===== src/rtl/fixed_point_alu_macros.svh =====
`ifndef FIXED_POINT_ALU_MACROS_SVH
`define FIXED_POINT_ALU_MACROS_SVH

// same-cycle implication
`define FPA_ASSERT_IMPLY(label, clk, rst, pre, post, msg) \
   label: assert property (@(posedge clk) disable iff (rst) (pre) |-> (post)) \
      else $error(msg);

// next-cycle implication
`define FPA_ASSERT_NEXT(label, clk, rst, pre, post, msg) \
   label: assert property (@(posedge clk) disable iff (rst) (pre) |=> (post)) \
      else $error(msg);

`endif


===== src/rtl/fpa_pkg.sv =====
package fpa_pkg;

   localparam int WORD_W            = 32;
   localparam int FRAC_BITS_DEFAULT = 8;
   localparam int QUEUE_DEPTH       = 4;
   localparam int QUEUE_PTR_W       = $clog2(QUEUE_DEPTH);

   typedef enum logic [3:0] {
      OP_ADD = 4'd0,
      OP_SUB = 4'd1,
      OP_MUL = 4'd2,
      OP_DIV = 4'd3,
      OP_GT  = 4'd4,
      OP_LT  = 4'd5,
      OP_GE  = 4'd6,
      OP_LE  = 4'd7,
      OP_EQ  = 4'd8,
      OP_NE  = 4'd9,
      OP_MIN = 4'd10,
      OP_MAX = 4'd11,
      OP_INC = 4'd12,
      OP_DEC = 4'd13
   } fpa_op_type;

   typedef enum logic [1:0] {
      KIND_ALU = 2'd0,
      KIND_MUL = 2'd1,
      KIND_DIV = 2'd2
   } fpa_kind_type;

   typedef struct packed {
      fpa_kind_type      kind;
      logic              neg;
      logic [WORD_W-1:0] mag_a;
      logic [WORD_W-1:0] mag_b;
      logic [WORD_W-1:0] res;
      logic              cmp;
      logic              dz;
   } fpa_item_type;

endpackage


===== src/rtl/fpa_queue.sv =====
module fpa_queue
   import fpa_pkg::*;
(
   input  logic         clock,
   input  logic         reset,
   input  logic         push,
   input  fpa_item_type wr_item,
   output logic         full,
   input  logic         pop,
   output fpa_item_type rd_item,
   output logic         empty
);

   fpa_item_type           mem_ff [QUEUE_DEPTH];
   logic [QUEUE_PTR_W-1:0] wr_ptr_ff;
   logic [QUEUE_PTR_W-1:0] rd_ptr_ff;
   logic [QUEUE_PTR_W:0]   count_ff;
   logic [QUEUE_PTR_W:0]   count_in;
   logic                   wr_en;
   logic                   rd_en;

   assign full    = count_ff == (QUEUE_PTR_W+1)'(QUEUE_DEPTH);
   assign empty   = count_ff == '0;
   assign wr_en   = push && !full;
   assign rd_en   = pop && !empty;
   assign rd_item = mem_ff[rd_ptr_ff];

   always_comb begin
      count_in = count_ff;
      if (wr_en && !rd_en) begin
         count_in = count_ff + 1'b1;
      end else if (rd_en && !wr_en) begin
         count_in = count_ff - 1'b1;
      end
   end

   always_ff @(posedge clock) begin
      if (wr_en) begin
         mem_ff[wr_ptr_ff] <= wr_item;
      end
   end

   always_ff @(posedge clock) begin
      if (reset) begin
         wr_ptr_ff <= '0;
         rd_ptr_ff <= '0;
         count_ff  <= '0;
      end else begin
         if (wr_en) begin
            wr_ptr_ff <= wr_ptr_ff + 1'b1;
         end
         if (rd_en) begin
            rd_ptr_ff <= rd_ptr_ff + 1'b1;
         end
         count_ff <= count_in;
      end
   end

endmodule


===== config.mk =====
export PLATFORM = sky130hd
export DESIGN_NAME = fpa_queue
export DESIGN_NICKNAME = d
export VERILOG_FILES = /design/src/rtl/fixed_point_alu_macros.svh /design/src/rtl/fpa_pkg.sv /design/src/rtl/fpa_queue.sv
export SDC_FILE = /design/constraint.sdc
export NUM_CORES = 1
export LEC_CHECK = 0
export BUFFER_PORTS_ARGS = -buffer_cell sky130_fd_sc_hd__buf_2
export CELL_PAD_IN_SITES_DETAIL_PLACEMENT = 1
export CELL_PAD_IN_SITES_GLOBAL_PLACEMENT = 1
export CORE_UTILIZATION = 54
export CTS_CLUSTER_DIAMETER = 150
export CTS_CLUSTER_SIZE = 12
export DETAILED_ROUTE_END_ITERATION = 12
export HOLD_SLACK_MARGIN = 0.1
export PLACE_DENSITY_LB_ADDON = 0.2
export SLEW_MARGIN = 20
export SYNTH_ARGS = -nofsm -noshare
export SYNTH_HDL_FRONTEND = slang
export SYNTH_SLANG_ARGS = --single-unit
export TNS_END_PERCENT = 30

===== constraint.sdc =====
create_clock -name clock -period 5.47 [get_ports clock]
set_input_delay 0.2735 -clock clock [delete_from_list [all_inputs] [get_ports clock]]
set_output_delay 0.2735 -clock clock [all_outputs]
set_load 0.01 [all_outputs]

==> flow_metrics.py <==
metrics = {
    "status": {
        "outcome": "completed",
    },
    "power_and_ir_drop": {
        "total_power_uw": 8290,
        "pwr-share-clk": 0.295,
        "cell_internal_pwr_uw": 6100,
        "p_switching_uw": 2190,
        "seqPwrFrac": 0.485,
        "irDropWorstVdd_mv": 0.325,
        "switching_share": 0.264,
        "power.density_nw_per_um2": 444,
        "p_leak_uw": 0.00629,
        "combinationalPowerShare": 0.221,
    },
    "clock_network": {
        "htree_levels": 2,
        "clk_path_buf_depth": 3,
        "cts_tree": "yes",
        "cts_setup_buffers": 0,
        "cts_sinks": 413,
        "clock_latency_ps": 540,
        "post_cts_resized": 0,
        "clk_pin_slew_ps": 60,
        "cts_buffers": 40,
        "clockRootBuffer": "clkbuf_16",
    },
    "worst_hold_path": {
        "worstHoldPathCells": 4,
        "hold_path_end": "wr_ptr_ff[0]$_SDFFE_PP0P_",
        "hp-start": "push",
        "hp-class": "in -> reg",
    },
    "cells_and_area": {
        "stdcell_count": 1303,
        "drive_above_1_share": 0.396,
        "nets": 1023,
        "fin_util": 0.688,
        "syn_to_final_growth_pct": 24.0,
    },
    "critical_path": {
        "startpoint_type": "register",
        "worstPathRequired_ps": 5200,
        "critPathMaxFanout": 62,
        "rrSetupSlack_ps": 2550,
        "reg2reg_depth": 4,
        "arrival_ps": 2790,
        "endpoint_kind": "output pin",
        "crit_type": "reg -> out",
        "r2r_start": "count_ff[0]$_SDFFE_PP0P_",
        "r2r-end": "mem_ff[0][90]$_DFFE_PP_",
    },
    "detailed_routing": {
        "drc": 0,
        "wire_per_inst_um": 24.6,
        "drtPass1Iterations": 4,
        "drt_iter0_drc": 516,
        "dr_total_vias": 7216,
        "routed_wl_um": 32100,
        "vias_per_cell": 5.54,
        "postRouteAntennaNets": 0,
    },
    "timing": {
        "fin_skew_ps": 24.9,
        "setup_viol_count_final": 0,
        "min_period_ps": 3070,
        "finalMaxSlewViolations": 0,
        "slew-limit-headroom": 0.298,
        "rsz0062_at_grt": "false",
        "tightest_slew_ps": 1050,
        "fmax_mhz": 326,
        "final.setup.tns_ps": 0,
        "period_share": 0.560,
        "hold_violations": 0,
    },
    "grt": {
        "grt_pass1_vias": 7933,
        "antenna_found_initial": 2,
        "grt_max_degree": 74,
        "track_usage": 0.231,
        "grt_pass1_wl_um": 47700,
        "grt-ovfl-total": 0,
    },
    "floorplanning": {
        "die_height_um": 169,
        "start_util": 0.555,
        "die-area_um2": 28500,
        "die-width_um": 169,
        "core-area_um2": 27100,
        "row_count": 60,
        "ios": 208,
    },
    "placement": {
        "dp_hpwl_um": 18600,
        "place_congestion": 0.747,
        "numPortBuffers": 207,
        "dp.cells": 1138,
    },
    "synthesis": {
        "synth-seq-area-share": 0.819,
        "synth_warnings": 0,
        "ys_seq_elements": 413,
        "yosysTopAreaCell": "edfxtp_1",
        "netlist_area_um2": 15000,
        "yosys.area_share.xor_xnor": 0.00233,
        "synth_cell_types": 21,
        "synth_top_family_by_area": "multiplexers",
        "synth-simple-area-share": 0.00599,
        "synthAdderAreaFrac": 0.00549,
        "synth_mux_area_frac": 0.153,
        "syn_avg_cell_area_um2": 26.2,
        "synth_top_area_share": 0.807,
        "synth_compound_area_frac": 0.00241,
        "netlist_instances": 575,
        "syn_nets": 686,
        "ys_top_cells_by_area": "edfxtp_1 (81%), mux4_2 (15%), dfxtp_1 (1.2%)",
    },
    "job": {
        "cap_violations": 0,
    },
}
[Yosys cell counts]
master and n:
inv_1 4, nor3_1 1, and2_1 4, mux2i_1 2, nor2_1 6, nand2b_1 2, xor2_1 4, buf_2 10
o311ai_0 1, ha_1 5, o21ai_0 2, mux4_2 101, dfxtp_1 9, a21oi_1 2, buf_6 10, fa_1 1
o31ai_1 1, edfxtp_1 404, clkbuf_1 3, or3_1 2, nor3b_2 1
[critical path, stage by stage (launching register included)]
cell	delay, ps
dfxtp_4	900
buf_12	480
mux4_2	630
buf_2	170
[cell type report]
cell class / count / area [um2]
Sequential cell: 413 / 12300
Fill cell: 2176 / 8450
Multi-Input combinational cell: 135 / 2550
Timing Repair Buffer: 318 / 2190
Clock buffer: 56 / 1080
Tap cell: 372 / 465
Clock inverter: 3 / 26.3
Inverter: 4 / 15.0
Antenna cell: 2 / 5.00
[timing repair]
| action | 4_1_cts | 5_1_grt |
|---|---|---|
| endpoints found under the hold margin | 412 | 0 |
| setup endpoints to repair | 0 | 0 |
| hold buffers | 102 | 0 |
[metrics by stage]
step	setup slack (ps)	hold WS, ps	area [um2]
2_1_floorplan	1820	372	15000
3_3_place_gp	2690	484	16400
3_5_place_dp	2520	492	16500
4_1_cts	2300	132	18600
5_1_grt	2170	174	18700
6_report	2400	168	18700
[routing by layer]
layer	GRT usage	up-vias	wire (um)
met1	0.289	3789	12500
met2	0.409	225	17300
li1	-	3143	-
met3	0.0409	59	1440
met4	0.0787	0	866
met5	0	-	0
[cells in the final DEF (no fill, tap or decap), types with 5 or more instances in the layout]
| master | instances |
|---|---|
| mux4_2 | 101 |
| nor2_1 | 6 |
| clkbuf_16 | 41 |
| ha_1 | 5 |
| buf_4 | 5 |
| dlygate4sd3_1 | 102 |
| edfxtp_1 | 404 |
| buf_2 | 207 |
| dfxtp_1 | 7 |
| clkbuf_1 | 15 |
[worst max-delay path by stage]
stage / from / end
CTS: register / rd_item[100]
finish: register / rd_item[100]
floorplan: count_ff[0]$_SDFFE_PP0P_ / mem_ff[0][0]$_DFFE_PP_
global placement: count_ff[0]$_SDFFE_PP0P_ / mem_ff[3][31]$_DFFE_PP_
detailed placement: count_ff[0]$_SDFFE_PP0P_ / mem_ff[0][4]$_DFFE_PP_
global route: register / rd_item[100]
[cells by family after synthesis]
family                     after synthesis
and+or+nand+nor                         16
DFF                                    413
xor gates and xnor gates                 4
AOI/OAI and AO/OA                        6
adders and majority gates                6
muxes                                  103
buffers and inverters                   27
[sequential cells by signal, indices dropped and copies added, names as in the netlist, named ones only]
name	cells
count_ff	3
wr_ptr_ff	2
mem_ff	404
rd_ptr_ff	2
[power by group through the flow]
stage | registers [uW] | clock network (uW) | logic, uW
finish | 4020 | 2440 | 1830
global route | 4060 | 2580 | 1950
CTS | 4030 | 2490 | 1840
detailed placement | 4090 | 0 | 1770
global placement | 4050 | 0 | 1720
floorplan | 3940 | 0 | 1260
(Power assumes the default switching activity.)
